[src/chs_pkg.sv]
// ----------------------------------------------------------------------------
// chs_pkg
// Widths, defaults and operation codes of the chained hash set.
// ----------------------------------------------------------------------------
package chs_pkg;

   localparam int KEY_W           = 31;
   localparam int REQ_DATA_W      = 32;
   localparam int RSP_DATA_W      = 8;
   localparam int BUCKETS_DEF     = 16;
   localparam int CHAIN_DEPTH_DEF = 8;

   localparam logic FUNC_INSERT = 1'b0;
   localparam logic FUNC_SEARCH = 1'b1;

endpackage

[src/chs_ram.sv]
// ----------------------------------------------------------------------------
// chs_ram
// Simple dual-port RAM: one write port, one read port, registered read.
// ----------------------------------------------------------------------------
module chs_ram #(
   parameter int WIDTH = 8,
   parameter int DEPTH = 16
) (
   input  logic                     clock,
   input  logic                     wr_en,
   input  logic [$clog2(DEPTH)-1:0] wr_addr,
   input  logic [WIDTH-1:0]         wr_data,
   input  logic [$clog2(DEPTH)-1:0] rd_addr,
   output logic [WIDTH-1:0]         rd_data
);

   logic [WIDTH-1:0] mem [DEPTH];
   logic [WIDTH-1:0] rd_data_ff;

   always_ff @(posedge clock) begin
      if (wr_en) begin
         mem[wr_addr] <= wr_data;
      end
      rd_data_ff <= mem[rd_addr];
   end

   assign rd_data = rd_data_ff;

endmodule

[src/chained_hash_set.sv]
// ----------------------------------------------------------------------------
// chained_hash_set
// Hash set of 31-bit keys with separate chaining in fixed-depth chains.
//
//   channel  dir  word
//   req      in   tdata = key (bits 30:0), tuser = func (0 insert, 1 search)
//   rsp      out  tdata = found (bit 0), status (bit 1)
//
// After reset the chain counts are cleared, one bucket a cycle, with req_tready low.
// The bucket index takes a reciprocal multiply for the quotient (ST_MOD), then
// the remainder (ST_LEN_RD). Insert passes ST_MOD, ST_LEN_RD, ST_LEN, ST_DONE
// from accept to rsp_tvalid; the next accept waits for ST_IDLE. Search adds one
// key RAM read and one compare per stored entry compared, stopping at the first match.
// A held result does not block the next accept; the next result waits for it.
// ----------------------------------------------------------------------------
module chained_hash_set #(
   parameter int BUCKETS     = chs_pkg::BUCKETS_DEF,
   parameter int CHAIN_DEPTH = chs_pkg::CHAIN_DEPTH_DEF
) (
   input  logic                          clock,
   input  logic                          reset,
   input  logic                          req_tvalid,
   output logic                          req_tready,
   input  logic [chs_pkg::REQ_DATA_W-1:0] req_tdata,  // key, zero pad
   input  logic                          req_tuser,  // func
   output logic                          rsp_tvalid,
   input  logic                          rsp_tready,
   output logic [chs_pkg::RSP_DATA_W-1:0] rsp_tdata   // found, status, zero pad
);

   import chs_pkg::*;

   localparam int BW = $clog2(BUCKETS);
   localparam int CW = $clog2(CHAIN_DEPTH + 1);
   localparam int KA = $clog2(BUCKETS * CHAIN_DEPTH);
   localparam int QS = KEY_W + BW;

   localparam logic [63:0]     RECIP_L  = ((64'd1 << QS) + 64'(BUCKETS) - 64'd1) /
                                          64'(BUCKETS);
   localparam logic [KEY_W:0]  RECIP    = RECIP_L[KEY_W:0];
   localparam logic [BW-1:0]   BKT_LO   = BW'(BUCKETS);
   localparam logic [BW-1:0]   LAST_BKT = BW'(BUCKETS - 1);
   localparam logic [CW-1:0]   DEPTH_C  = CW'(CHAIN_DEPTH);
   localparam logic [KA-1:0]   DEPTH_K  = KA'(CHAIN_DEPTH);

   localparam logic [2:0] ST_CLEAR   = 3'd0;
   localparam logic [2:0] ST_IDLE    = 3'd1;
   localparam logic [2:0] ST_MOD     = 3'd2;
   localparam logic [2:0] ST_LEN_RD  = 3'd3;
   localparam logic [2:0] ST_LEN     = 3'd4;
   localparam logic [2:0] ST_KEY_RD  = 3'd5;
   localparam logic [2:0] ST_KEY_CMP = 3'd6;
   localparam logic [2:0] ST_DONE    = 3'd7;

   logic [2:0]       state_ff, state_in;
   logic [KEY_W-1:0] key_ff, key_in;
   logic             func_ff, func_in;
   logic [BW-1:0]    quot_ff, quot_in;
   logic [BW-1:0]    bucket_ff, bucket_in;
   logic [BW-1:0]    clr_ff, clr_in;
   logic [CW-1:0]    len_ff, len_in;
   logic [CW-1:0]    idx_ff, idx_in;
   logic             found_ff, found_in;
   logic             status_ff, status_in;
   logic             rsp_valid_ff, rsp_valid_in;
   logic             rsp_found_ff, rsp_found_in;
   logic             rsp_status_ff, rsp_status_in;

   logic [2*KEY_W:0] prod;
   logic [BW-1:0]    bucket_rem;
   logic [KA-1:0]    base;
   logic [CW-1:0]    len_rdata;
   logic [KEY_W-1:0] key_rdata;
   logic             room;
   logic             do_insert;
   logic             len_wr_en;
   logic [BW-1:0]    len_wr_addr;
   logic [CW-1:0]    len_wr_data;
   logic [KA-1:0]    key_wr_addr;
   logic [KA-1:0]    key_rd_addr;
   logic [CW-1:0]    idx_inc;

   // reciprocal multiply for the bucket quotient
   assign prod       = {{(KEY_W + 1){1'b0}}, key_ff} * {{KEY_W{1'b0}}, RECIP};
   assign bucket_rem = key_ff[BW-1:0] - quot_ff * BKT_LO;

   assign base        = KA'(bucket_ff) * DEPTH_K;
   assign room        = len_rdata < DEPTH_C;
   assign do_insert   = (state_ff == ST_LEN) && (func_ff == FUNC_INSERT) && room;
   assign len_wr_en   = (state_ff == ST_CLEAR) || do_insert;
   assign len_wr_addr = (state_ff == ST_CLEAR) ? clr_ff : bucket_ff;
   assign len_wr_data = (state_ff == ST_CLEAR) ? '0 : len_rdata + CW'(1);
   assign key_wr_addr = base + KA'(len_rdata);
   assign key_rd_addr = base + KA'(idx_ff);
   assign idx_inc     = idx_ff + CW'(1);

   chs_ram #(
      .WIDTH (CW),
      .DEPTH (BUCKETS)
   ) u_len_ram (
      .clock   (clock),
      .wr_en   (len_wr_en),
      .wr_addr (len_wr_addr),
      .wr_data (len_wr_data),
      .rd_addr (bucket_rem),
      .rd_data (len_rdata)
   );

   chs_ram #(
      .WIDTH (KEY_W),
      .DEPTH (BUCKETS * CHAIN_DEPTH)
   ) u_key_ram (
      .clock   (clock),
      .wr_en   (do_insert),
      .wr_addr (key_wr_addr),
      .wr_data (key_ff),
      .rd_addr (key_rd_addr),
      .rd_data (key_rdata)
   );

   always_comb begin
      state_in      = state_ff;
      key_in        = key_ff;
      func_in       = func_ff;
      quot_in       = quot_ff;
      bucket_in     = bucket_ff;
      clr_in        = clr_ff;
      len_in        = len_ff;
      idx_in        = idx_ff;
      found_in      = found_ff;
      status_in     = status_ff;
      rsp_valid_in  = rsp_valid_ff;
      rsp_found_in  = rsp_found_ff;
      rsp_status_in = rsp_status_ff;

      if (rsp_valid_ff && rsp_tready) begin
         rsp_valid_in = 1'b0;
      end

      unique case (state_ff)
         ST_CLEAR: begin
            clr_in = clr_ff + BW'(1);
            if (clr_ff == LAST_BKT) begin
               state_in = ST_IDLE;
            end
         end
         ST_IDLE: begin
            if (req_tvalid) begin
               key_in    = req_tdata[KEY_W-1:0];
               func_in   = req_tuser;
               found_in  = 1'b0;
               status_in = 1'b0;
               state_in  = ST_MOD;
            end
         end
         ST_MOD: begin
            quot_in  = prod[QS +: BW];
            state_in = ST_LEN_RD;
         end
         ST_LEN_RD: begin
            bucket_in = bucket_rem;
            state_in  = ST_LEN;
         end
         ST_LEN: begin
            len_in = len_rdata;
            idx_in = '0;
            if (func_ff == FUNC_INSERT) begin
               status_in = !room;
               state_in  = ST_DONE;
            end else if (len_rdata == '0) begin
               state_in = ST_DONE;
            end else begin
               state_in = ST_KEY_RD;
            end
         end
         ST_KEY_RD: begin
            state_in = ST_KEY_CMP;
         end
         ST_KEY_CMP: begin
            idx_in = idx_inc;
            if (key_rdata == key_ff) begin
               found_in = 1'b1;
               state_in = ST_DONE;
            end else if (idx_inc == len_ff) begin
               state_in = ST_DONE;
            end else begin
               state_in = ST_KEY_RD;
            end
         end
         ST_DONE: begin
            if (!rsp_valid_ff || rsp_tready) begin
               rsp_valid_in  = 1'b1;
               rsp_found_in  = found_ff;
               rsp_status_in = status_ff;
               state_in      = ST_IDLE;
            end
         end
      endcase
   end

   always_ff @(posedge clock) begin
      if (reset) begin
         state_ff     <= ST_CLEAR;
         clr_ff       <= '0;
         rsp_valid_ff <= 1'b0;
      end else begin
         state_ff     <= state_in;
         clr_ff       <= clr_in;
         rsp_valid_ff <= rsp_valid_in;
      end
   end

   always_ff @(posedge clock) begin
      key_ff        <= key_in;
      func_ff       <= func_in;
      quot_ff       <= quot_in;
      bucket_ff     <= bucket_in;
      len_ff        <= len_in;
      idx_ff        <= idx_in;
      found_ff      <= found_in;
      status_ff     <= status_in;
      rsp_found_ff  <= rsp_found_in;
      rsp_status_ff <= rsp_status_in;
   end

   assign req_tready = (state_ff == ST_IDLE);
   assign rsp_tvalid = rsp_valid_ff;
   assign rsp_tdata  = {{(RSP_DATA_W - 2){1'b0}}, rsp_status_ff, rsp_found_ff};

endmodule

[config.mk]
export PLATFORM = sky130hd
export DESIGN_NAME = chained_hash_set
export DESIGN_NICKNAME = d
export VERILOG_FILES = /design/src/chs_pkg.sv /design/src/chs_ram.sv /design/src/chained_hash_set.sv
export SDC_FILE = /design/constraint.sdc
export NUM_CORES = 2
export LEC_CHECK = 0
export CAP_MARGIN = 20
export CORE_MARGIN = 5
export CORE_UTILIZATION = 35
export DETAILED_ROUTE_END_ITERATION = 10
export DONT_BUFFER_PORTS = 1
export GPL_ROUTABILITY_DRIVEN = 0
export PLACE_DENSITY = 0.47
export SLEW_MARGIN = 20
export SYNTH_ARGS = -nofsm -noshare
export SYNTH_HDL_FRONTEND = slang
export SYNTH_SLANG_ARGS = --single-unit
[constraint.sdc]
create_clock -name clock -period 5.2 [get_ports clock]
set_clock_uncertainty 0.05 [all_clocks]
set_input_delay 0.26 -clock clock [delete_from_list [all_inputs] [get_ports clock]]
set_output_delay 0.26 -clock clock [all_outputs]
set_load 0.02 [all_outputs]
; ---- Yosys cells after proc, flatten, opt, wreduce, memory -nomap -nowiden
; Memory sizes are Yosys's and may differ from the RTL's. A register that Yosys moved wholly into a read port is not among the register bits.
; Index checks and enable logic that the tools add are counted.
[op_classes]
add_sub_neg = 5
n_lt_le_gt_ge = 1
muxes = 23
bitwise_logic = 1
n_eq_ne = 15
reduce_logical = 17
[ops]
columns = operator, count
row1 = $eq 31x31->1, 1
row2 = $pmux 3 s8, 1
row3 = $add 7x4->7, 2
row4 = $add 4x1->4 const B, 3
row5 = $eq 3x3->1 const B, 4
row6 = $mux 1, 10
row7 = $mux 3, 3
row8 = $reduce_and 3->1, 3
row9 = $mux 2, 4
row10 = $mux 4, 2
row11 = $ne 2x2->1 const B, 4
row12 = $pmux 4 s2, 1
row13 = $eq 3x2->1 const B, 2
row14 = $reduce_bool 2->1, 3
row15 = $eq 4x4->1, 1
row16 = $eq 4x4->1 const B, 1
row17 = $logic_not 4->1, 1
row18 = $lt 4x4->1 const B, 1
row19 = $pmux 1 s2, 2
row20 = $reduce_and 2->1, 2
row21 = $eq 3x1->1 const B, 1
row22 = $logic_and 1x1->1, 3
row23 = $logic_not 3->1, 1
row24 = $logic_not 1->1, 2
row25 = 3 further kinds, 4
[totals]
out_inout_bits = 10
n_memories = 2
mem_bits_rw = 4032
reg_bits = 56
elab_cells = 76
[memory_table]
columns = name, words, width, rd, rd_clocked_by_memory_dff, write_ports, line_no
row1 = u_key_ram.mem, 128, 31, 1, 1, 1, chs_ram.sv:17  ; logic [WIDTH-1:0] mem [DEPTH];
row2 = u_len_ram.mem, 16, 4, 1, 1, 1, chs_ram.sv:17

; ---- Longest topological paths before layout
[depth]
ltp_word = 6
mapped_depth = 11
ltp_nobuf = 8

; ---- Cells and area by module
; Synthesis repeated with hierarchy kept, for this count alone.
[unflattened]
cells_unflattened = 6134
area_unflattened_um2 = 156725.3
[by_module_without_submodules]
columns = module, area_each_um2, instances, cells_each, seq_area_each_um2
row1 = chs_ram at u_key_ram, 151406.5, 1, 5808, 119774.9
row2 = chs_ram at u_len_ram, 2666.3, 1, 130, 2001.9
row3 = chained_hash_set, 2652.5, 1, 196, 1601.5

; ---- Worst setup path after synthesis
; No wires, ideal clock.
[synth_timing]
kind = reg-to-reg
start = register key_ff[0]
end = register u_len_ram.rd_data_ff[0] (netlist: u_len_ram.rd_data[0]), read port of u_len_ram.mem
path_buffers = 2
path_slack_ns = 1.375
stages_incl_launch_ff = 5
t_required_ns = 5.009
setup_time_ns = 0.141
arrival_time_ns = 3.634
path_cell_list = edfxtp_1 > clkbuf_1 > buf_2 > mux4_2 > mux4_2
[synth_lines]
columns = item, line_no
row1 = start: declaration, chained_hash_set.sv:56  ; logic [KEY_W-1:0] key_ff, key_in;
row2 = start signal: assignment, chained_hash_set.sv:214  ; key_ff <= key_in;
row3 = end: declaration, chs_ram.sv:18  ; logic [WIDTH-1:0] rd_data_ff;

; ---- Worst setup path after layout
[layout_timing]
start = register idx_ff[0]
end = register u_key_ram.rd_data_ff[25] (netlist: u_key_ram.rd_data[25]), read port of u_key_ram.mem
[layout_between]
elab_chain_cells = 1
[layout_lines]
columns = item, line_no
row1 = start: declaration, chained_hash_set.sv:62  ; logic [CW-1:0] idx_ff, idx_in;
row2 = start signal: assignment, chained_hash_set.sv:219  ; idx_ff <= idx_in;
row3 = $add 7x4->7, chained_hash_set.sv:94  ; assign key_rd_addr = base + KA'(idx_ff);
row4 = end: declaration, chs_ram.sv:18
; Every way passes these cells.
; A chain may end at the register's enable or synchronous reset.

==> metrics.yaml <==
status: "complete, no violations"
timing.slew.headroom: 0.120
clk_pin_slew_ps: 70
holdCritPathClass: "in2reg"
endpoint_kind: "flop"
synth-seq-cells: 4123
rsz0062_at_grt: "false"
synth_ff_type: "edfxtp_1"
finalHoldViolations: 0
gr-total-overflow: 0
p_sw_mw: 13.1
setup_viol: 0
ioPinCount: 47
antenna_found_initial: 36
numCtsBuffers: 435
cts_sinks: 4123
num_vias: 77400
critPathRequiredTime_ps: 6010
start_util: 0.351
area_growth_pct: 17.2
grt_usage: 0.210
htree_num_levels: 5
via_per_inst: 5.58
cellLeakagePower_nw: 59.7
cts_tree: "yes"
crit_fanout: 15
r2r_cells: 12
grt_pass1_vias: 78100
postCtsSetupBuffers: 0
synth-async-reset-ratio: 0
hpwl_mm: 294
critPathKind: "reg2reg"
rows: 246
fillers: 39100
min_path_cells: 4
synth_edf_count: 4080
layout.cells.non_filler: 13900
syn_area_sq_um: 157000
syn_area_per_cell_sq_um: 22.8
synthCells: 6890
insertion_delay_ps: 1000
fin_nets: 7590
post-route-drc-count: 0
die_area_sq_um: 463000
dpl_cell_area_sq_um: 169000
dr.pass1.iters: 5
yosysMostFrequentCell: "edfxtp_1"
r2r-end: "u_key_ram.rd_data[25]"
p_seq_frac: 0.535
drive_above_1_share: 0.295
p_int_mw: 54.2
numPortBuffers: 0
wirelength_mm: 495
fin_util: 0.411
max_freq_ghz: 0.228
wire_per_inst_um: 35.6
core_sq_um: 448000
grt_max_degree: 134
yosysSeqAreaShare: 0.784
yosys-top-cells-count: "edfxtp_1, mux4_2, mux2i_1"
yosysTopAreaCell: "edfxtp_1"
die_y_um: 681
drt_iter0_drc: 9466
fin_crit_ps: 4390
placed_cells: 13000
rr_startpoint: "idx_ff[0]"
slew_viol_final: 0
root_buffer: "clkbuf_16"
synthDistinctLibCells: 58
power_density_nw_per_um2: 365
hp-start: "req_tvalid"
cap_violations: 0
grt_pass1_wl_mm: 673
p_clk_frac: 0.464
postRouteAntennaNets: 0
comb_power_share: 0.001
critical_path_arrival_ps: 5200
synthTopCellsByArea: "edfxtp_1, mux4_2, mux2i_1, a22oi_1, dfxtp_1"
die-width_um: 681
layout_worst_path_cycle_share: 0.845
fin_area_sq_um: 184000
fin_tns_setup_ps: 0
min_to: "state_ff[1]"
critPathLaunchType: "flop"
cts_buffer_depth: 4
regToRegSetupSlack_ps: 810
yosys_warnings: 0
worstMarginPinSlew_ps: 1310
swShare: 0.195
synth_top_area_frac: 0.778
irDropWorstVdd_mv: 0.310
cells by family after synthesis:
logic type,count (synthesis),synth area share
other cells,1,0.0000238
flops,4123,0.784
xor+xnor,47,0.00262
mux,1295,0.162
compound gates,584,0.0252
fa+ha+maj,8,0.000636
simple gates,438,0.0123
buf+inv,394,0.0138
worst max path at each step:
stage | from | to
floorplan | key_ff[0] | u_len_ram.rd_data[0]
finish | idx_ff[0] | u_key_ram.rd_data[25]
global route | idx_ff[0] | u_key_ram.rd_data[25]
CTS | idx_ff[0] | u_key_ram.rd_data[25]
detailed placement | idx_ff[0] | u_key_ram.rd_data[25]
global placement | idx_ff[0] | u_key_ram.rd_data[25]
worst max-delay path, stage by stage (launching register included):
cell and delay [ps]:
edfxtp_1 1150, buf_12 300, buf_12 210, buf_4 170
buf_12 180, buf_4 170, mux4_2 490, nor2b_1 140
a211oi_1 270, a21oi_1 180, a22oi_1 500, buf_4 260
o32ai_1 100
flip-flops by register name (all words and copies together), names as in the netlist:
name and cells:
rsp_found_ff 1, key_ff 31, bucket_ff 4, rsp_tvalid 1, u_key_ram.rd_data 31, found_ff 1, rsp_status_ff 1, status_ff 1
u_len_ram.mem 64, u_len_ram.rd_data 4, func_ff 1, len_ff 4, state_ff 3, idx_ff 4, u_key_ram.mem 3968, clr_ff 4
stage by stage:
step           hold slack, ps  setup WS, ps  power (mW)
2_1_floorplan             309          1380        36.7
3_5_place_dp              285           796        36.7
3_3_place_gp              284           802        36.7
4_1_cts                  30.4           757        67.9
5_1_grt                   100           706        69.3
6_report                  132           808        67.2
power groups by stage:
stage | Combinational [mW] | Clock [mW] | Sequential (mW)
floorplan | 0.0324 | 0 | 36.7
CTS | 0.0857 | 31.8 | 36.0
finish | 0.0862 | 31.2 | 36.0
global route | 0.0932 | 33.3 | 36.0
global placement | 0.0438 | 0 | 36.7
detailed placement | 0.0433 | 0 | 36.7
final cells by class:
type,instances,area [sq um],share of cell area
flip-flops and latches,4123,123000,0.669
multi-input cells,2378,33000,0.179
clock buffers,551,11600,0.0630
well taps,5952,7450,0.0404
repair buffers,593,6230,0.0338
clock inverters,253,2650,0.0144
inverters,14,58.8,0.000319
diodes,12,30.0,0.000163
placed cells by master, fill, tap and decap left out, types with 12 or more instances in the layout:
cell type	n
edfxtp_1	4080
mux4_2	997
clkbuf_16	443
buf_4	393
mux2i_1	285
a22oi_1	168
a21oi_1	137
nor2_4	131
buf_12	126
clkbuf_1	94
clkinv_2	87
nand2_1	87
clkinv_1	80
dlygate4sd3_1	72
nor2_1	62
o22ai_1	58
o21ai_0	48
bufinv_16	47
o221ai_1	43
dfxtp_1	43
nand3_1	32
xor2_1	29
nor2b_1	28
a221oi_1	23
a211oi_1	22
a31oi_1	22
nor3_1	17
xnor2_1	14
clkbuf_8	14
inv_6	13
mux2_2	13
diode_2	12
per-layer routing:
| layer | vias up | track usage | routed length (um) | share of wire |
|---|---|---|---|---|
| met2 | 2976 | 0.336 | 234000 | 0.47 |
| met4 | 0 | 0.0623 | 16800 | 0.034 |
| met3 | 632 | 0.0375 | 35300 | 0.071 |
| met5 | - | 0 | 0 | 0 |
| met1 | 43000 | 0.295 | 209000 | 0.42 |
| li1 | 30800 | - | - | - |
repair_timing:
item / in CTS / in global routing
gates resized for setup: 0 / 0
hold buffers: 72 / 0
endpoints found under the hold margin: 75 / 0
(Power assumes the default switching activity.)
